### src/rtl/kpt_pkg.sv
// Shared types and constants for the key pressure tracker.
package kpt_pkg;

    typedef struct packed {
        logic       action;
        logic [4:0] key_index;
        logic [9:0] filtered_value;
        logic [7:0] baseline_byte;
        logic [9:0] cal_max_delta;
    } item_t;

    typedef struct packed {
        logic [4:0]  out_key;
        logic        pressed;
        logic        note_on;
        logic        note_off;
        logic [11:0] pressure;
    } result_t;

    typedef struct packed {
        logic [8:0]  response_shape;
        logic [7:0]  deadzone_offset;
        logic [7:0]  press_fraction;
        logic [7:0]  release_fraction;
        logic [9:0]  min_press_level;
        logic [9:0]  min_release_level;
        logic [19:0] slew_step;
    } cfg_t;

    typedef struct packed {
        logic [17:0] a;
        logic [17:0] b;
    } mul_req_t;

    typedef struct packed {
        logic       start;
        logic [9:0] num;
        logic [9:0] den;
    } div_req_t;

    typedef struct packed {
        logic        done;
        logic [15:0] quo;
    } div_rsp_t;

    localparam logic ACT_SAMPLE = 1'b0;
    localparam logic ACT_CAL    = 1'b1;

    localparam logic [2:0] REG_SHAPE    = 3'd0;
    localparam logic [2:0] REG_DEADZONE = 3'd1;
    localparam logic [2:0] REG_PRESS_FR = 3'd2;
    localparam logic [2:0] REG_REL_FR   = 3'd3;
    localparam logic [2:0] REG_MIN_PRESS = 3'd4;
    localparam logic [2:0] REG_MIN_REL  = 3'd5;
    localparam logic [2:0] REG_SLEW     = 3'd6;

    localparam logic [8:0]  SHAPE_RST    = 9'd128;
    localparam logic [7:0]  DEADZONE_RST = 8'd0;
    localparam logic [7:0]  PRESS_FR_RST = 8'd77;
    localparam logic [7:0]  REL_FR_RST   = 8'd51;
    localparam logic [9:0]  MIN_PRESS_RST = 10'd20;
    localparam logic [9:0]  MIN_REL_RST  = 10'd10;
    localparam logic [19:0] SLEW_RST     = 20'd25600;

    // per-key levels after reset: 400*77>>8 and 400*51>>8
    localparam logic [9:0] MAX_DELTA_RST = 10'd400;
    localparam logic [9:0] PRESS_LVL_RST = 10'd120;
    localparam logic [9:0] REL_LVL_RST   = 10'd79;

    localparam logic [8:0]  SHAPE_HALF = 9'd128;
    localparam logic [8:0]  SHAPE_FULL = 9'd256;
    localparam logic [16:0] ONE_Q16    = 17'h10000;
    localparam logic [17:0] THREE_Q16  = 18'd196608;

endpackage

### src/rtl/kpt_mul.sv
// Shared 18x18 multiplier with registered product.
module kpt_mul (
    input  logic              clk,
    input  kpt_pkg::mul_req_t req,
    output logic [35:0]       prod
);
    import kpt_pkg::*;

    logic [35:0] prod_reg;

    assign prod = prod_reg;

    always_ff @(posedge clk)
    begin
        prod_reg <= {18'd0, req.a} * {18'd0, req.b};
    end

endmodule

### config.mk
export PLATFORM = sky130hd
export DESIGN_NAME = kpt_mul
export DESIGN_NICKNAME = d
export VERILOG_FILES = /design/src/rtl/kpt_pkg.sv /design/src/rtl/kpt_mul.sv
export SDC_FILE = /design/constraint.sdc
export NUM_CORES = 1
export LEC_CHECK = 0
export BUFFER_PORTS_ARGS = -buffer_cell sky130_fd_sc_hd__buf_2
export CELL_PAD_IN_SITES_DETAIL_PLACEMENT = 0
export CELL_PAD_IN_SITES_GLOBAL_PLACEMENT = 1
export CORE_MARGIN = 1
export CORE_UTILIZATION = 37
export CTS_CLUSTER_DIAMETER = 60
export CTS_CLUSTER_SIZE = 28
export DETAILED_ROUTE_END_ITERATION = 8
export GPL_TIMING_DRIVEN = 1
export PLACE_DENSITY = 0.66
export REMOVE_ABC_BUFFERS = 1
export SLEW_MARGIN = 20
export SYNTH_ARGS = -nofsm -noshare
export SYNTH_HDL_FRONTEND = slang
export SYNTH_SLANG_ARGS = --single-unit
### constraint.sdc
create_clock -name clk -period 9 [get_ports clk]
set_clock_uncertainty 0.05 [all_clocks]
set_input_delay 1.8 -clock clk [delete_from_list [all_inputs] [get_ports clk]]
set_output_delay 1.8 -clock clk [all_outputs]
set_load 0.01 [all_outputs]
==> qor.txt <==
========================================================================================
Via count                                                                           8191
Area occupied by registers                                                     721 sq um
Wire length of the first global-routing pass                                     44.8 mm
Worst Hold Path EP                                                               prod[0]
Number of H-tree levels                                                                2
Gate Count Post-Synth                                                               1284
Layout cells sized above 1                                                        0.0647
Most common cell after layout, fill and taps aside                          sky130_fd_sc_hd__inv_1
WHS                                                                              1.95 ns
CP Data Required Time                                                            9.12 ns
Endpoint arrival time on the critical path                                       7.65 ns
Global-route usage over all layers                                                 0.183
Remaining max-slew budget at the tightest pin                                      0.607
# setup viols final                                                                    0
Placed cell areas                                                            12100 sq um
Mean instance size in the synthesized netlist                                 8.88 sq um
Maximum fanout count along the critical path                                          18
Area of the core                                                             30000 sq um
# port buffers                                                                        72
Deepest clock path buffer count                                                        2
Number of clock sinks seen by CTS                                                     36
Die Area                                                                     31500 sq um
Number of remaining DRC errors                                                         0
Top cell type by total area after synthesis                                 sky130_fd_sc_hd__fa_1
Hold Buf Count CTS                                                                     0
Startpoint of the most critical hold path                                         req[0]
Share of synthesized registers carrying an async set or reset                          0
Post-Route WL                                                                    27.0 mm
Number of ports placed on the die boundary                                            73
Starting utilization of the core area                                              0.381
HPWL after detailed placement                                                    22.7 mm
Chip width                                                                   178 microns
Fraction of post-synthesis cell area in the top cell type by area                  0.449
Clock Root Buffer                                                           sky130_fd_sc_hd__clkbuf_16
Weighted congestion reported at the end of routability-driven placement            0.808
Filler cells                                                                        3089
Clk slew on worst S/H paths                                                      0.06 ns
Post-CTS setup buffer count                                                            0
Number of synthesized flops with an enable pin                                         0
Max FFs per register                                                                  36
Number of global-route vias before repair                                           8699
CTS buffer count                                                                       5
Hold path cells                                                                        2
RSZ-0062 raised after global routing                                               false
Setup crit end kind                                                                 flop
Initial antenna violation count                                                        0
Startpoint type of the worst setup path                                        input pin
Sequential-to-total area share from yosys stat                                    0.0632
Highest-count cells in the layout ignoring fill and taps                    sky130_fd_sc_hd__inv_1, sky130_fd_sc_hd__fa_1, sky130_fd_sc_hd__nand2_1, sky130_fd_sc_hd__and2_1, sky130_fd_sc_hd__ha_1
Area growth from synthesis to layout                                               7.25%
Worst-margin pin slew                                                           0.583 ns
Final instance area                                                          12200 sq um
Count of different cell masters after synthesis                                       43
Max-cap violations                                                                     0
Max Clock Freq                                                                   133 MHz
Area of combinational cells with multiple inputs                              9290 sq um
Detail-routed via count per cell                                                    4.81
Remaining number of nets flagged by the antenna check after routing                    0
Clock tree from TritonCTS                                                           done
Sum of negative setup slack                                                         0 ns
Min cycle time layout                                                            7.54 ns
Post-DR wirelength/cell                                                     15.9 microns
Yosys warning count                                                                    0
Portion of the clock cycle consumed by the worst path in the final layout          0.837
Post-CTS resize count                                                                  0
Result of the run                                                           complete, no violations
Class of the tightest hold or removal check                                    in -> reg
Drt first-iter violations                                                            277
Class of the most critical setup path                                          in -> reg
Global route overflow                                                                  0
Final Hold Vio Count                                                                   0
Post-layout net count                                                               1716
Mapped Area                                                                  11400 sq um
Maximum number of pins on one net before global-route repair                          19
Placement Rows                                                                        63
Seq cells post-synth                                                                  36
Ant. Diodes                                                                            0
Largest cells by area after synthesis                                       sky130_fd_sc_hd__fa_1, sky130_fd_sc_hd__ha_1, sky130_fd_sc_hd__inv_1
Die height                                                                   178 microns
Primary FF master, synth                                                    sky130_fd_sc_hd__dfxtp_1
Number of pins exceeding their max-slew limit in the final report                      0
Final core occ                                                                     0.408
Number of iterations in the first detailed-routing pass                                4
========================================================================================
worst max-delay path by stage:
stage                     to  depth (start not counted)  slack [ns]     from
finish              prod[33]                         19        1.46   req[3]
global route        prod[33]                         19        1.09  req[29]
CTS                 prod[33]                         19        1.48   req[3]
detailed placement  prod[33]                         19        1.20   req[3]
global placement    prod[33]                         19        1.29   req[3]
floorplan           prod[33]                         19        2.07   req[6]
critical path, cell delays in order:
cell                       delay, ns
sky130_fd_sc_hd__buf_2          0.34
sky130_fd_sc_hd__nand2_1        0.14
sky130_fd_sc_hd__fa_1           0.53
sky130_fd_sc_hd__fa_1           0.51
sky130_fd_sc_hd__fa_1           0.52
sky130_fd_sc_hd__inv_1          0.05
sky130_fd_sc_hd__fa_1           0.52
sky130_fd_sc_hd__fa_1           0.50
sky130_fd_sc_hd__inv_1          0.05
sky130_fd_sc_hd__fa_1           0.47
sky130_fd_sc_hd__inv_1          0.04
sky130_fd_sc_hd__ha_1           0.36
sky130_fd_sc_hd__a21oi_1        0.27
sky130_fd_sc_hd__o22ai_1        0.12
sky130_fd_sc_hd__a211oi_1       0.44
sky130_fd_sc_hd__a31oi_1        0.22
sky130_fd_sc_hd__a311oi_1       0.42
sky130_fd_sc_hd__o21ai_0        0.18
sky130_fd_sc_hd__xor2_1         0.16
per-stage QoR:
| stage | std cells | setup slack [ns] |
|---|---|---|
| 4_1_cts | 1704 | 1.48 |
| 3_5_place_dp | 1696 | 1.20 |
| 5_1_grt | 1704 | 1.09 |
| 3_3_place_gp | 1696 | 1.29 |
| 2_1_floorplan | 1234 | 2.07 |
| 6_report | 1704 | 1.46 |
Yosys cell counts, types with 2 or more instances:
master,n
sky130_fd_sc_hd__nand2_1,193
sky130_fd_sc_hd__a31oi_1,4
sky130_fd_sc_hd__and3_1,3
sky130_fd_sc_hd__nor2_1,10
sky130_fd_sc_hd__xnor2_1,22
sky130_fd_sc_hd__a211oi_1,3
sky130_fd_sc_hd__o21ai_0,14
sky130_fd_sc_hd__nand3_1,3
sky130_fd_sc_hd__inv_1,322
sky130_fd_sc_hd__o211ai_1,5
sky130_fd_sc_hd__a21oi_1,37
sky130_fd_sc_hd__ha_1,110
sky130_fd_sc_hd__clkbuf_1,49
sky130_fd_sc_hd__o21a_1,2
sky130_fd_sc_hd__a21o_1,11
sky130_fd_sc_hd__xor2_1,10
sky130_fd_sc_hd__dfxtp_1,36
sky130_fd_sc_hd__nand4_1,7
sky130_fd_sc_hd__fa_1,256
sky130_fd_sc_hd__and2_1,159
sky130_fd_sc_hd__o21bai_1,6
per-layer routing:
metal,up-vias,share of wire,track usage
met2,121,0.53,0.336
met1,4234,0.43,0.232
met5,-,0,0
met4,0,0.016,0.0345
li1,3813,-,-
met3,23,0.024,0.0163
cells by family after synthesis:
logic type                 after synthesis  share of synthesized area
adders and majority gates              366                      0.570
AOI/OAI and AO/OA                       95                     0.0536
and+or+nand+nor                        383                      0.166
DFF                                     36                     0.0632
xor gates and xnor gates                32                     0.0246
buffers and inverters                  372                      0.123
cell type report:
class                   count  area share
flip-flops and latches     36      0.0589
well taps                 390      0.0399
clock inverters             3     0.00348
multi-input cells         876       0.759
clock buffers               5      0.0102
inverters                 322      0.0988
repair buffers             72      0.0295
Power is left out: the tool's default activity adds up to more than one toggle a clock period on the data nets, which glitch-free logic cannot reach.
