[config.mk]
export PLATFORM = sky130hd
export DESIGN_NAME = kpt_regs
export DESIGN_NICKNAME = d
export VERILOG_FILES = /design/src/rtl/kpt_pkg.sv /design/src/rtl/kpt_regs.sv
export SDC_FILE = /design/constraint.sdc
export NUM_CORES = 1
export LEC_CHECK = 0
export BUFFER_PORTS_ARGS = -buffer_cell sky130_fd_sc_hd__buf_2
export CAP_MARGIN = 15
export CORE_MARGIN = 10
export CORE_UTILIZATION = 52
export CTS_CLUSTER_DIAMETER = 150
export DETAILED_ROUTE_END_ITERATION = 8
export GPL_TIMING_DRIVEN = 1
export PLACE_DENSITY = 0.92
export SETUP_SLACK_MARGIN = 0.2
export SLEW_MARGIN = 20
export SYNTH_ARGS = -nofsm -noshare
export SYNTH_HDL_FRONTEND = slang
export SYNTH_SLANG_ARGS = --single-unit
[constraint.sdc]
create_clock -name clk -period 2.6 [get_ports clk]
set_clock_uncertainty 0.15 [all_clocks]
set_input_delay 0.26 -clock clk [delete_from_list [all_inputs] [get_ports clk]]
set_output_delay 0.26 -clock clk [all_outputs]
set_load 0.005 [all_outputs]
[src/rtl/kpt_pkg.sv]
// Shared types and constants for the key pressure tracker.
package kpt_pkg;

    typedef struct packed {
        logic       action;
        logic [4:0] key_index;
        logic [9:0] filtered_value;
        logic [7:0] baseline_byte;
        logic [9:0] cal_max_delta;
    } item_t;

    typedef struct packed {
        logic [4:0]  out_key;
        logic        pressed;
        logic        note_on;
        logic        note_off;
        logic [11:0] pressure;
    } result_t;

    typedef struct packed {
        logic [8:0]  response_shape;
        logic [7:0]  deadzone_offset;
        logic [7:0]  press_fraction;
        logic [7:0]  release_fraction;
        logic [9:0]  min_press_level;
        logic [9:0]  min_release_level;
        logic [19:0] slew_step;
    } cfg_t;

    typedef struct packed {
        logic [17:0] a;
        logic [17:0] b;
    } mul_req_t;

    typedef struct packed {
        logic       start;
        logic [9:0] num;
        logic [9:0] den;
    } div_req_t;

    typedef struct packed {
        logic        done;
        logic [15:0] quo;
    } div_rsp_t;

    localparam logic ACT_SAMPLE = 1'b0;
    localparam logic ACT_CAL    = 1'b1;

    localparam logic [2:0] REG_SHAPE    = 3'd0;
    localparam logic [2:0] REG_DEADZONE = 3'd1;
    localparam logic [2:0] REG_PRESS_FR = 3'd2;
    localparam logic [2:0] REG_REL_FR   = 3'd3;
    localparam logic [2:0] REG_MIN_PRESS = 3'd4;
    localparam logic [2:0] REG_MIN_REL  = 3'd5;
    localparam logic [2:0] REG_SLEW     = 3'd6;

    localparam logic [8:0]  SHAPE_RST    = 9'd128;
    localparam logic [7:0]  DEADZONE_RST = 8'd0;
    localparam logic [7:0]  PRESS_FR_RST = 8'd77;
    localparam logic [7:0]  REL_FR_RST   = 8'd51;
    localparam logic [9:0]  MIN_PRESS_RST = 10'd20;
    localparam logic [9:0]  MIN_REL_RST  = 10'd10;
    localparam logic [19:0] SLEW_RST     = 20'd25600;

    // per-key levels after reset: 400*77>>8 and 400*51>>8
    localparam logic [9:0] MAX_DELTA_RST = 10'd400;
    localparam logic [9:0] PRESS_LVL_RST = 10'd120;
    localparam logic [9:0] REL_LVL_RST   = 10'd79;

    localparam logic [8:0]  SHAPE_HALF = 9'd128;
    localparam logic [8:0]  SHAPE_FULL = 9'd256;
    localparam logic [16:0] ONE_Q16    = 17'h10000;
    localparam logic [17:0] THREE_Q16  = 18'd196608;

endpackage

[src/rtl/kpt_regs.sv]
// APB configuration register file.
module kpt_regs (
    input  logic              clk,
    input  logic              rst_n,
    input  logic              psel,
    input  logic              penable,
    input  logic              pwrite,
    input  logic [4:0]        paddr,
    input  logic [31:0]       pwdata,
    output logic [31:0]       prdata,
    output logic              pready,
    output kpt_pkg::cfg_t     cfg
);
    import kpt_pkg::*;

    cfg_t       cfg_reg;
    logic [2:0] reg_idx;

    assign reg_idx = paddr[4:2];
    assign pready  = 1'b1;
    assign cfg     = cfg_reg;

    always_ff @(posedge clk or negedge rst_n)
    begin
        if (!rst_n)
        begin
            cfg_reg.response_shape    <= SHAPE_RST;
            cfg_reg.deadzone_offset   <= DEADZONE_RST;
            cfg_reg.press_fraction    <= PRESS_FR_RST;
            cfg_reg.release_fraction  <= REL_FR_RST;
            cfg_reg.min_press_level   <= MIN_PRESS_RST;
            cfg_reg.min_release_level <= MIN_REL_RST;
            cfg_reg.slew_step         <= SLEW_RST;
        end
        else if (psel && penable && pwrite)
        begin
            case (reg_idx)
                REG_SHAPE:     cfg_reg.response_shape    <= pwdata[8:0];
                REG_DEADZONE:  cfg_reg.deadzone_offset   <= pwdata[7:0];
                REG_PRESS_FR:  cfg_reg.press_fraction    <= pwdata[7:0];
                REG_REL_FR:    cfg_reg.release_fraction  <= pwdata[7:0];
                REG_MIN_PRESS: cfg_reg.min_press_level   <= pwdata[9:0];
                REG_MIN_REL:   cfg_reg.min_release_level <= pwdata[9:0];
                REG_SLEW:      cfg_reg.slew_step         <= pwdata[19:0];
                default:       ;
            endcase
        end
    end

    always_comb
    begin
        case (reg_idx)
            REG_SHAPE:     prdata = {23'd0, cfg_reg.response_shape};
            REG_DEADZONE:  prdata = {24'd0, cfg_reg.deadzone_offset};
            REG_PRESS_FR:  prdata = {24'd0, cfg_reg.press_fraction};
            REG_REL_FR:    prdata = {24'd0, cfg_reg.release_fraction};
            REG_MIN_PRESS: prdata = {22'd0, cfg_reg.min_press_level};
            REG_MIN_REL:   prdata = {22'd0, cfg_reg.min_release_level};
            REG_SLEW:      prdata = {12'd0, cfg_reg.slew_step};
            default:       prdata = 32'd0;
        endcase
    end

endmodule

==> results.md <==
* Vias per inst at around 5.5
* Largest net degree at the start of global routing at 39
* Worst setup path endpoint: prdata[7]
* Switching share of total power at 29.1%
* Clock sinks at 73
* H-tree levels at 3
* Crit path launch: cfg[71]
* CTS buffer count at 9
* Cells taking the most area after synthesis: dfrtp_1 (40%), mux2_2 (20%), dfstp_2 (12%)
* Die height at 103 um
* Max-slew violations at 0
* Most instantiated cells after synthesis: mux2_2 (64), dfrtp_1 (57), mux2i_1 (21), dfstp_2 (16), buf_4 (15)
* R2R setup slack at 1630 ps
* Placed Instance Area at 4210 sq um
* Filler cells at 523
* CP Class: reg -> out
* Critical Path Source Type: flip-flop
* Root Driver: clkbuf_8
* Setup TNS at 0 ps
* Stages on the worst setup path at 4
* Vias in the first global route at 2848
* Final instance area at 4490 sq um
* Starting Density at 53.0%
* Pre-CTS WS at between 400 and 500 ps
* DRT Pass-1 Iters at 4
* Initial antenna violation count at 0
* Total power at 3.14 mW
* R2R Path End: cfg[17]
* ANT cells at 0
* Drt total wl at 10.2 mm
* Clk buf depth at 2
* Final ANT Viol Nets at 0
* Die width at 103 um
* Hold Violations, Final at 0
* Worst EP arrival at 1810 ps
* Peak VDD IR at 456 uV
* Largest register FFs at between 70 and 80
* I/O Buffers at 120
* Crit path max fanout at 3
* Sequential power share at between 40% and 50%
* Final setup vio count at 0
* Mapped Area at 3580 sq um
* Grt total ovfl at 0
* Syn Inst Count at 266
* Total number of yosys warnings at 0
* WL per Instance at 21.0 um
* Area of the multi-input gates at 1590 sq um
* # nets final at 442
* Netlist cell types at 35
* Most common cell in the netlist: mux2_2
* # rows at 30
* Area Growth Syn to Fin at 25.5%
* FF/Latch Area at 1850 sq um
* Worst Setup End Kind: output pin
* Status: completed
* Flop and latch count out of synthesis at 73
* First-pass GRT wire length at 15.4 mm
* Share of cells above drive strength 1 at 61.5%
* Period minus WS final at between 2000 and 2500 ps
* Post-synth top area share at 39.8%
* CP cell instances: or4b_2 -> o21ai_0 -> a211o_1 -> buf_2
* Worst R2R Start: cfg[17]
* EDFF count, synth at 0
* Clock slew at reported path FFs at 70 ps
* Reg2Reg Depth at 1
* IO Count at between 100 and 150
* Tot GR Track Use at 19.0%
* Die ar. at 10600 sq um
* TritonCTS clock tree: yes
* Maxcap violations at 0
* Worst Tran Pin Value at 698 ps
* HP Class: in -> reg
* Post-Syn Area per Cell at 13.5 sq um
* Cell Pwr Density at 699 nW/um^2
* Leakage power at 2.37 nW
* Gpl congestion at 0.791
* Async set-reset flop share out of synthesis at 100%
* Cts repair resizes at 0
* Rel. slew slack at 53.5%
* Core Region at 6760 sq um
* HPWL Detailed at 7.26 mm
* Net switching power at about 910 uW
* Residual DRC at 0
* Initial DRC count at about 160
* CP max stage cell: or4b_2
* Max Fclk at 451 MHz
* RSZ-0062 raised after global routing: no
* Synth area leader: dfrtp_1
* Post-synthesis sequential area ratio at between 50% and 60%
* Fin crit share at 85.3%
* Dominant synthesized flop cell: dfrtp_1
* Buf/Inv on CP at 1
* Clock network power share at 25.4%
* Logic pwr share at 25.0%
* # Post-CTS Setup Buffers at 0
* Total vias in the final route at 2678
* Clk_lat worst skew at 340 ps
* Critical Path RT at 2190 ps
* Top delay family on crit path: simple AND/OR/NAND/NOR gates
* Cell Int Power at roughly 2.2 mW
* Delay of the slowest cell on the worst path at 570 ps
* # hold bufs at CTS at 10
* Final setup margin at 383 ps
[through the flow]
step                instances  hold slack [ps]  util [%]
finish                    485             25.9      66.5
global route              485             7.15      66.5
CTS                       485             14.2      66.5
detailed placement        459              115      62.4
global placement          459              108      62.4
floorplan                 277             -186         -
[cell families (layout without fill, tap and decap cells)]
| kind of cell | after synthesis | after routing | share of synthesized area, % |
|---|---|---|---|
| multiplexers | 94 | 94 | 29.8 |
| flip-flops | 73 | 73 | 51.6 |
| AND/OR/NAND/NOR | 40 | 40 | 7.62 |
| AO/OA/AOI/OAI | 29 | 29 | 5.70 |
| buffers and inverters | 28 | 156 | 5.14 |
| other | 2 | 13 | 0.210 |
[per-layer routing]
layer / routed length, um / share of wire, % / vias up / GRT usage (%)
met5: 0 / 0 / - / 0
met4: 220 / 2.2 / 0 / 5.99
met3: 755 / 7.4 / 17 / 5.43
met2: 5140 / 50 / 104 / 32.0
met1: 4090 / 40 / 1342 / 22.9
li1: - / - / 1215 / -
[layout by cell type (no fill, tap or decap), types with 2 or more instances in the layout]
cell and count:
dfstp_2 16, a21oi_1 5, dfrtp_1 57, buf_4 9, a22o_1 2, nor2b_1 2, mux2_2 64, clkinvlp_4 2
and3_1 11, a211oi_1 5, nor2_2 5, a211o_1 5, dlygate4sd3_1 10, nand2_1 5, conb_1 13, or4b_2 4
clkbuf_8 11, clkinv_2 3, nand2b_1 2, mux2i_1 21, nor2_1 2, o21ai_0 6, buf_2 120, or2_2 3
a31oi_1 2, mux2_4 9
[cell type report]
type,count,area share [%]
Timing Repair Buffer,139,17.1
Clock buffer,11,3.37
Tap cell,80,2.23
Sequential cell,73,41.1
Clock inverter,5,0.668
Multi-Input combinational cell,176,35.5
Inverter,1,0.0835
[how the worst min path moves through the flow]
stage                           from  endpoint  slack, ps  cells past startpoint
after detailed placement       rst_n   cfg[12]        120                      1
after CTS                 pwdata[18]   cfg[18]         10                      2
final                     pwdata[18]   cfg[18]         30                      2
after floorplan                rst_n    cfg[0]       -190                      0
after global placement         rst_n   cfg[12]        110                      1
after global routing      pwdata[18]   cfg[18]          7                      2
[power by group through the flow]
stage	Sequential, mW	Combinational, mW	Clock, mW
after CTS	1.56	0.795	0.819
after floorplan	1.58	0.371	0
after global routing	1.59	0.857	0.875
after global placement	1.55	0.758	0
after detailed placement	1.58	0.781	0
final	1.56	0.784	0.798
Power figures use the tool's default switching activity.
