### config.mk
export PLATFORM = sky130hd
export DESIGN_NAME = kpt_div
export DESIGN_NICKNAME = d
export VERILOG_FILES = /design/src/rtl/kpt_pkg.sv /design/src/rtl/kpt_div.sv
export SDC_FILE = /design/constraint.sdc
export NUM_CORES = 1
export LEC_CHECK = 0
export ABC_AREA = 1
export CAP_MARGIN = 20
export CORE_MARGIN = 2
export CORE_UTILIZATION = 50
export CTS_CLUSTER_DIAMETER = 50
export DETAILED_ROUTE_END_ITERATION = 6
export DONT_BUFFER_PORTS = 1
export PLACE_DENSITY = 0.72
export SLEW_MARGIN = 20
export SYNTH_ARGS = -nofsm -noshare
export SYNTH_HDL_FRONTEND = slang
export SYNTH_SLANG_ARGS = --single-unit
### constraint.sdc
create_clock -name clk -period 2.5 [get_ports clk]
set_clock_uncertainty 0.15 [all_clocks]
set_input_delay 0.5 -clock clk [delete_from_list [all_inputs] [get_ports clk]]
set_output_delay 0.5 -clock clk [all_outputs]
set_load 0.005 [all_outputs]
### src/rtl/kpt_pkg.sv
// Shared types and constants for the key pressure tracker.
package kpt_pkg;

    typedef struct packed {
        logic       action;
        logic [4:0] key_index;
        logic [9:0] filtered_value;
        logic [7:0] baseline_byte;
        logic [9:0] cal_max_delta;
    } item_t;

    typedef struct packed {
        logic [4:0]  out_key;
        logic        pressed;
        logic        note_on;
        logic        note_off;
        logic [11:0] pressure;
    } result_t;

    typedef struct packed {
        logic [8:0]  response_shape;
        logic [7:0]  deadzone_offset;
        logic [7:0]  press_fraction;
        logic [7:0]  release_fraction;
        logic [9:0]  min_press_level;
        logic [9:0]  min_release_level;
        logic [19:0] slew_step;
    } cfg_t;

    typedef struct packed {
        logic [17:0] a;
        logic [17:0] b;
    } mul_req_t;

    typedef struct packed {
        logic       start;
        logic [9:0] num;
        logic [9:0] den;
    } div_req_t;

    typedef struct packed {
        logic        done;
        logic [15:0] quo;
    } div_rsp_t;

    localparam logic ACT_SAMPLE = 1'b0;
    localparam logic ACT_CAL    = 1'b1;

    localparam logic [2:0] REG_SHAPE    = 3'd0;
    localparam logic [2:0] REG_DEADZONE = 3'd1;
    localparam logic [2:0] REG_PRESS_FR = 3'd2;
    localparam logic [2:0] REG_REL_FR   = 3'd3;
    localparam logic [2:0] REG_MIN_PRESS = 3'd4;
    localparam logic [2:0] REG_MIN_REL  = 3'd5;
    localparam logic [2:0] REG_SLEW     = 3'd6;

    localparam logic [8:0]  SHAPE_RST    = 9'd128;
    localparam logic [7:0]  DEADZONE_RST = 8'd0;
    localparam logic [7:0]  PRESS_FR_RST = 8'd77;
    localparam logic [7:0]  REL_FR_RST   = 8'd51;
    localparam logic [9:0]  MIN_PRESS_RST = 10'd20;
    localparam logic [9:0]  MIN_REL_RST  = 10'd10;
    localparam logic [19:0] SLEW_RST     = 20'd25600;

    // per-key levels after reset: 400*77>>8 and 400*51>>8
    localparam logic [9:0] MAX_DELTA_RST = 10'd400;
    localparam logic [9:0] PRESS_LVL_RST = 10'd120;
    localparam logic [9:0] REL_LVL_RST   = 10'd79;

    localparam logic [8:0]  SHAPE_HALF = 9'd128;
    localparam logic [8:0]  SHAPE_FULL = 9'd256;
    localparam logic [16:0] ONE_Q16    = 17'h10000;
    localparam logic [17:0] THREE_Q16  = 18'd196608;

endpackage

### src/rtl/kpt_div.sv
// Restoring divider, one quotient bit per cycle; numerator below denominator.
module kpt_div (
    input  logic              clk,
    input  logic              rst_n,
    input  kpt_pkg::div_req_t req,
    output kpt_pkg::div_rsp_t rsp
);
    import kpt_pkg::*;

    localparam int QUO_BITS = 16;

    logic        busy_reg;
    logic        done_reg;
    logic [3:0]  cnt_reg;
    logic [9:0]  rem_reg;
    logic [9:0]  den_reg;
    logic [15:0] quo_reg;
    logic [10:0] rem_shift;
    logic [10:0] rem_sub;
    logic        ge;

    assign rem_shift = {rem_reg, 1'b0};
    assign ge        = rem_shift >= {1'b0, den_reg};
    assign rem_sub   = rem_shift - {1'b0, den_reg};
    assign rsp.done  = done_reg;
    assign rsp.quo   = quo_reg;

    always_ff @(posedge clk or negedge rst_n)
    begin
        if (!rst_n)
        begin
            busy_reg <= 1'b0;
            done_reg <= 1'b0;
            cnt_reg  <= '0;
        end
        else
        begin
            done_reg <= 1'b0;
            if (req.start)
            begin
                busy_reg <= 1'b1;
                cnt_reg  <= '0;
                rem_reg  <= req.num;
                den_reg  <= req.den;
                quo_reg  <= '0;
            end
            else if (busy_reg)
            begin
                rem_reg <= ge ? rem_sub[9:0] : rem_shift[9:0];
                quo_reg <= {quo_reg[14:0], ge};
                cnt_reg <= cnt_reg + 4'd1;
                if (cnt_reg == 4'(QUO_BITS - 1))
                begin
                    busy_reg <= 1'b0;
                    done_reg <= 1'b1;
                end
            end
        end
    end

endmodule

==> results.md, run 1 <==
| Metric | Value | Unit |
|:---|:---|:---|
| Status | finished clean | - |
| Cell type with the highest aggregate area in the netlist | sky130_fd_sc_hd__edfxtp_1 | - |
| WS Path Type | flop to flop | - |
| Fraction of the yosys area taken by sequential cells | 48.9 | % |
| PnR Total Power | 1.68 | mW |
| Type of the most critical hold path | input pin to flop | - |
| Net count after synthesis | 318 | - |
| First-pass GRT wire length | 7960 | um |
| Detailed-router iteration count before antenna repair | 4 | - |
| Pin count of the biggest net entering global routing | 20 | - |
| Worst setup slack after layout | 0.359 | ns |
| CTS sink cnt | 42 | - |
| Fmax achieved | 0.467 | GHz |
| Post-synth design cell area | 0.00252 | mm2 |
| Setup Slack @ Placement | 0.354 | ns |
| Seq cells post-synth | 42 | - |
| Post-DR vias/cell | 5.13 | - |
| Worst Setup End Kind | flop | - |
| Layout cell share with drive strength beyond 1 | 12.6 | % |
| Worst slew margin relative to its limit | 69.5 | % |
| Leakage power figure | 1.24 | nW |
| Max rail drop VDD | 0.000527 | V |
| Final Hold Violating Endpoints | 0 | - |
| Total instance count after detailed placement | 343 | - |
| Required time reported for the critical path endpoint | 2.41 | ns |
| Clock slew at reported path FFs | 0.08 | ns |
| Transition time at the pin with the least slew margin | 0.456 | ns |
| Clock Tree Root | sky130_fd_sc_hd__clkbuf_8 | - |
| Number of instances in the synthesized netlist | 283 | - |
| Die W | 75.0 | um |
| Total number of H-tree levels | 2 | - |
| Final RePlAce weighted congestion | 0.890 | - |
| Synthesis-to-layout area growth | 5.31 | % |
| Non-Filler Instances | 352 | - |
| Number of buffers on the longest clock path | 2 | - |
| Minimum clock period after layout | 2.14 | ns |
| Post-synth cell types | 36 | - |
| Wire length per cell | 13.4 | um |
| Number of violations reported at the end of detailed-routing iteration 0 | 89 | - |
| Post-synth top area share | 42.9 | % |
| Post-DP Area | 0.00255 | mm2 |
| Maximum fanout encountered on the critical timing path | 11 | - |
| Number of placed I/O pins | 40 | - |
| Synth top area cells | sky130_fd_sc_hd__edfxtp_1, sky130_fd_sc_hd__nand2_1, sky130_fd_sc_hd__inv_1 | - |
| Power density over cell area | 633 | mW/mm2 |
| Clock insertion delay at the later pin of the skew report | 0.30 | ns |
| IO buf count | 0 | - |
| Sum of overflow across all layers after global routing | 0 | - |
| Final setup TNS | 0 | ns |
| Final clock period utilization by the worst path | 85.7 | % |
| Arrival time worst endpoint | 2.05 | ns |
| Post CTS Setup Buffer Count | 0 | - |
| Number of maximum-capacitance violations | 0 | - |
| DRC violations left | 0 | - |
| Half-perimeter wire length of the detailed placement result | 3610 | um |
| Overall Global Routing Usage | 19.2 | % |
| Vias in the first global route | 1797 | - |
| Core outline area | 0.00479 | mm2 |
| Max-slew violations | 0 | - |
| Antenna Diode Count | 0 | - |
| Post-route cell area | 0.00265 | mm2 |
| Number of clock buffers inserted by TritonCTS | 5 | - |
| Unrepaired setup endpoints after global routing | no | - |
| Synth Warn # | 0 | - |
| WL final | 4700 | um |
| Reg-to-reg setup timing slack | 0.36 | ns |
| Initial cell density of the core | 52.7 | % |
| Post-synthesis average cell area | 8.90 | um2 |
| Most frequent standard cell in the layout excluding fill and tap cells | sky130_fd_sc_hd__nand2_1 | - |
| TritonCTS clock tree | yes | - |
| DIE AREA | 0.00562 | mm2 |
| Setup-failing EPs final | 0 | - |
| Vias after detailed routing | 1807 | - |
| Height of the die | 75.0 | um |
| Max FFs per register | 16 | - |
| Startpoint type of the worst setup path | flop | - |
| ANT nets after route | 0 | - |
| Antenna violations before repair | 0 | - |
| Commonest cells after routing, fill and taps aside | sky130_fd_sc_hd__nand2_1, sky130_fd_sc_hd__inv_1, sky130_fd_sc_hd__edfxtp_1 | - |
| Row count | 25 | - |
| Net total in the final layout | 319 | - |
## cell usage after synthesis
| library cell | n |
|---|---|
| sky130_fd_sc_hd__buf_1 | 1 |
| sky130_fd_sc_hd__inv_2 | 4 |
| sky130_fd_sc_hd__inv_1 | 54 |
| sky130_fd_sc_hd__xnor2_1 | 3 |
| sky130_fd_sc_hd__clkinv_2 | 1 |
| sky130_fd_sc_hd__nor4_1 | 1 |
| sky130_fd_sc_hd__a21oi_1 | 3 |
| sky130_fd_sc_hd__or2_1 | 1 |
| sky130_fd_sc_hd__nor3_1 | 4 |
| sky130_fd_sc_hd__fa_1 | 1 |
| sky130_fd_sc_hd__buf_2 | 3 |
| sky130_fd_sc_hd__and2_4 | 1 |
| sky130_fd_sc_hd__o21bai_1 | 1 |
| sky130_fd_sc_hd__o21ai_0 | 4 |
| sky130_fd_sc_hd__buf_4 | 1 |
| sky130_fd_sc_hd__nand2_2 | 7 |
| sky130_fd_sc_hd__a21oi_2 | 1 |
| sky130_fd_sc_hd__clkinv_1 | 1 |
| sky130_fd_sc_hd__buf_6 | 1 |
| sky130_fd_sc_hd__nand3_4 | 1 |
| sky130_fd_sc_hd__nand3_1 | 23 |
| sky130_fd_sc_hd__nor2_4 | 1 |
| sky130_fd_sc_hd__clkbuf_1 | 2 |
| sky130_fd_sc_hd__nand2_4 | 1 |
| sky130_fd_sc_hd__ha_1 | 11 |
| sky130_fd_sc_hd__edfxtp_1 | 36 |
| sky130_fd_sc_hd__nor2_1 | 11 |
| sky130_fd_sc_hd__nand4_1 | 10 |
| sky130_fd_sc_hd__buf_12 | 1 |
| sky130_fd_sc_hd__nand4_4 | 1 |
| sky130_fd_sc_hd__a31oi_1 | 1 |
| sky130_fd_sc_hd__nand2_1 | 64 |
| sky130_fd_sc_hd__dfrtp_1 | 6 |
| sky130_fd_sc_hd__nor2_2 | 3 |
| sky130_fd_sc_hd__o22ai_1 | 13 |
| sky130_fd_sc_hd__nand3_2 | 5 |
## critical path, cell delays in order, from the launching register on
cell	delay, ns
sky130_fd_sc_hd__edfxtp_1	0.45
sky130_fd_sc_hd__ha_1	0.36
sky130_fd_sc_hd__ha_1	0.17
sky130_fd_sc_hd__inv_2	0.03
sky130_fd_sc_hd__nor2_2	0.13
sky130_fd_sc_hd__nand3_4	0.15
sky130_fd_sc_hd__nand4_4	0.24
sky130_fd_sc_hd__nand3_1	0.10
sky130_fd_sc_hd__nand3_1	0.08
sky130_fd_sc_hd__nand2_1	0.04
## power breakdown
part / leakage [nW] / internal [mW] / switching, mW
Combinational: 0.764 / 0.146 / 0.244
Clock: 0.0441 / 0.196 / 0.235
Sequential: 0.432 / 0.825 / 0.0332
## stage by stage
| stage | util (%) | hold WS [ns] |
|---|---|---|
| 6_report | 55.5 | 0.121 |
| 5_1_grt | 55.5 | 0.111 |
| 4_1_cts | 55.5 | 0.114 |
| 3_5_place_dp | 53.4 | 0.0550 |
| 3_3_place_gp | 53.4 | 0.0550 |
| 2_1_floorplan | - | 0.0544 |
## kinds of logic (layout without fill, tap and decap cells)
kind of cell | count (synthesis) | after routing | share of synthesized area (%)
buffers and inverters | 69 | 71 | 11.6
adders and majority gates | 12 | 12 | 6.26
DFF | 42 | 42 | 48.9
xor gates and xnor gates | 3 | 3 | 1.04
AOI/OAI and AO/OA | 23 | 23 | 5.51
and+or+nand+nor | 134 | 134 | 26.8
## metal layers
metal  wire length [um]  vias to the layer above  global-route usage, %  part of all wire (%)
met3                255                        6                   6.56                   5.4
met2               2330                       39                   31.9                    50
met4                 69                        0                   6.55                   1.5
met5                  0                        -                      0                     0
li1                   -                      929                      -                     -
met1               2050                      833                   23.6                    44
## final cells by class
| cell class | count | area (um2) |
|---|---|---|
| inverter | 60 | 226 |
| tap | 67 | 83.8 |
| fill | 439 | 2130 |
| sequential | 42 | 1230 |
| timing repair buffer | 3 | 25.0 |
| clock inverter | 3 | 21.3 |
| clock buffer | 5 | 68.8 |
| multi-input combinational | 172 | 997 |
## final timing paths
kind | end | from | cells past startpoint
max | rem_reg[9] | rem_reg[0] | 9
min in group asynchronous | cnt_reg[0] | rst_n | 1
min reg2reg | cnt_reg[1] | cnt_reg[1] | 2
max in group asynchronous | busy_reg | rst_n | 1
max reg2reg | rem_reg[9] | rem_reg[0] | 9
min | cnt_reg[2] | req[20] | 1
## timing repair
item	CTS	global route
resized for setup	0	0
hold buffers	1	0
endpoints found under the hold margin	6	0
Power figures use the tool's default switching activity.
==> run 2, diff against run 1 <==
--- a/config.mk
+++ b/config.mk
@@ -12,6 +12,7 @@
 export CTS_CLUSTER_DIAMETER = 50
 export DETAILED_ROUTE_END_ITERATION = 6
 export DONT_BUFFER_PORTS = 1
+export MAX_ROUTING_LAYER = met4
 export PLACE_DENSITY = 0.72
 export SLEW_MARGIN = 20
 export SYNTH_ARGS = -nofsm -noshare
==> run 2 against run 1 <==
  * Clock power increased by 50%
  * Non-clock buffer count unchanged
  * Sequential cell count unchanged
  * Maximum frequency shrank 2.2%
  * Wire length increased by 2.1%
  * Sequential share of layout area down 0.82 points
  * Critical path depth unchanged
  * Via count fell by 0.39%
  * Cell area is 1.8% higher
  * Critical path type unchanged
  * Largest power group unchanged
  * Highest routed layer unchanged
==> results.md, run 2 (synthesized netlist as in run 1, its figures left out) <==
| Metric | Value | Unit |
|:---|:---|:---|
| Initial cell density of the core | 52.7 | % |
| Power density over cell area | 701 | mW/mm2 |
| Half-perimeter wire length of the detailed placement result | 3620 | um |
| Leakage power figure | 1.27 | nW |
| Clock Tree Root | sky130_fd_sc_hd__clkbuf_8 | - |
| Max-slew violations | 0 | - |
| IO buf count | 0 | - |
| Startpoint type of the worst setup path | flop | - |
| Total number of H-tree levels | 2 | - |
| Number of buffers on the longest clock path | 2 | - |
| Antenna Diode Count | 0 | - |
| Detailed-router iteration count before antenna repair | 4 | - |
| Fmax achieved | 0.457 | GHz |
| Transition time at the pin with the least slew margin | 0.483 | ns |
| Clock slew at reported path FFs | 0.08 | ns |
| Total instance count after detailed placement | 343 | - |
| Most frequent standard cell in the layout excluding fill and tap cells | sky130_fd_sc_hd__nand2_1 | - |
| Number of clock buffers inserted by TritonCTS | 5 | - |
| Worst Setup End Kind | flop | - |
| Layout cell share with drive strength beyond 1 | 12.6 | % |
| CTS-repair resized insts | 0 | - |
| ANT nets after route | 0 | - |
| Synthesis-to-layout area growth | 7.20 | % |
| Sum of overflow across all layers after global routing | 0 | - |
| Clock insertion delay at the later pin of the skew report | 0.30 | ns |
| Die W | 75.0 | um |
| Non-Filler Instances | 352 | - |
| CTS sink cnt | 42 | - |
| WL final | 4800 | um |
| Max rail drop VDD | 0.000401 | V |
| Pin count of the biggest net entering global routing | 20 | - |
| Final Hold Violating Endpoints | 0 | - |
| Core outline area | 0.00479 | mm2 |
| Type of the most critical hold path | input pin to flop | - |
| Vias after detailed routing | 1800 | - |
| Number of placed I/O pins | 40 | - |
| DRC violations left | 0 | - |
| Antenna violations before repair | 0 | - |
| Number of violations reported at the end of detailed-routing iteration 0 | 137 | - |
| Minimum clock period after layout | 2.19 | ns |
| DIE AREA | 0.00562 | mm2 |
| Post-DP Area | 0.00255 | mm2 |
| Final RePlAce weighted congestion | 0.894 | - |
| Height of the die | 75.0 | um |
| Number of maximum-capacitance violations | 0 | - |
| WS Path Type | flop to flop | - |
| Arrival time worst endpoint | 2.10 | ns |
| Wire length per cell | 13.6 | um |
| Setup-failing EPs final | 0 | - |
| Hold Worst Slack | 0.114 | ns |
| Overall Global Routing Usage | 19.9 | % |
| Maximum fanout encountered on the critical timing path | 11 | - |
| Status | finished clean | - |
| Row count | 25 | - |
| Final clock period utilization by the worst path | 87.6 | % |
| Vias in the first global route | 1834 | - |
| Final setup TNS | 0 | ns |
| TritonCTS clock tree | yes | - |
| Max FFs per register | 16 | - |
| Unrepaired setup endpoints after global routing | no | - |
| Post-DR vias/cell | 5.11 | - |
| Required time reported for the critical path endpoint | 2.41 | ns |
| Worst slew margin relative to its limit | 67.7 | % |
| Net total in the final layout | 319 | - |
| First-pass GRT wire length | 8050 | um |
| Commonest cells after routing, fill and taps aside | sky130_fd_sc_hd__nand2_1, sky130_fd_sc_hd__inv_1, sky130_fd_sc_hd__edfxtp_1 | - |
| Number of filler cells placed in the layout | 403 | - |
| Post-route cell area | 0.00270 | mm2 |
==> run 2: area by class of cell <==
type,count,area (um2),area share (%)
Clock buffer,5,68.8,2.55
Clock inverter,3,68.8,2.55
Inverter,60,226,8.38
Multi-Input combinational cell,172,997,36.9
Sequential cell,42,1230,45.6
Tap cell,67,83.8,3.10
Timing Repair Buffer,3,25.0,0.926
==> run 2: per-stage QoR <==
stage	utilization (%)	setup WS, ns	total power, mW
after floorplan	-	0.488	1.20
after global placement	53.4	0.410	1.26
after detailed placement	53.4	0.326	1.26
after CTS	56.4	0.307	1.90
after global routing	56.4	0.160	1.99
final	56.4	0.310	1.89
==> run 2: worst max-delay path: stages, from the launching register on <==
cell                       delay, ns
sky130_fd_sc_hd__edfxtp_1       0.45
sky130_fd_sc_hd__ha_1           0.36
sky130_fd_sc_hd__ha_1           0.17
sky130_fd_sc_hd__inv_2          0.04
sky130_fd_sc_hd__nor2_2         0.15
sky130_fd_sc_hd__nand3_4        0.15
sky130_fd_sc_hd__nand4_4        0.24
sky130_fd_sc_hd__nand3_1        0.10
sky130_fd_sc_hd__nand3_1        0.08
sky130_fd_sc_hd__nand2_1        0.05
==> run 2: path summary, 6_finish.rpt <==
check	start	to	slack, ns	cells after the start
worst min register to register	cnt_reg[1]	cnt_reg[1]	0.40	2
max in group asynchronous	rst_n	busy_reg	1.63	1
worst min-delay path	req[20]	done_reg	0.11	1
worst max register to register	rem_reg[0]	rem_reg[9]	0.31	9
min in group asynchronous	rst_n	done_reg	0.35	1
worst max-delay path	rem_reg[0]	rem_reg[9]	0.31	9
==> run 2: layer usage <==
metal / vias to the layer above / GRT usage, % / part of all wire, % / routed length (um)
met5: - / - / 0 / 0
met1: 828 / 24.7 / 46 / 2200
met2: 39 / 32.7 / 48 / 2320
met4: 0 / 6.55 / 1.7 / 80
met3: 8 / 3.88 / 4.3 / 208
li1: 925 / - / - / -
==> run 2: timing repair <==
action,4_1_cts,5_1_grt
setup buffers,0,0
setup endpoints to repair,0,0
endpoints found under the hold margin,6,0
hold buffers,1,0
==> run 2: report_power, final <==
part,total (mW),leakage [nW],switching (mW),internal [mW]
Sequential,0.858,0.432,0.0326,0.825
Clock,0.646,0.0683,0.246,0.400
Combinational,0.391,0.764,0.245,0.146
Total,1.89,1.27,0.524,1.37
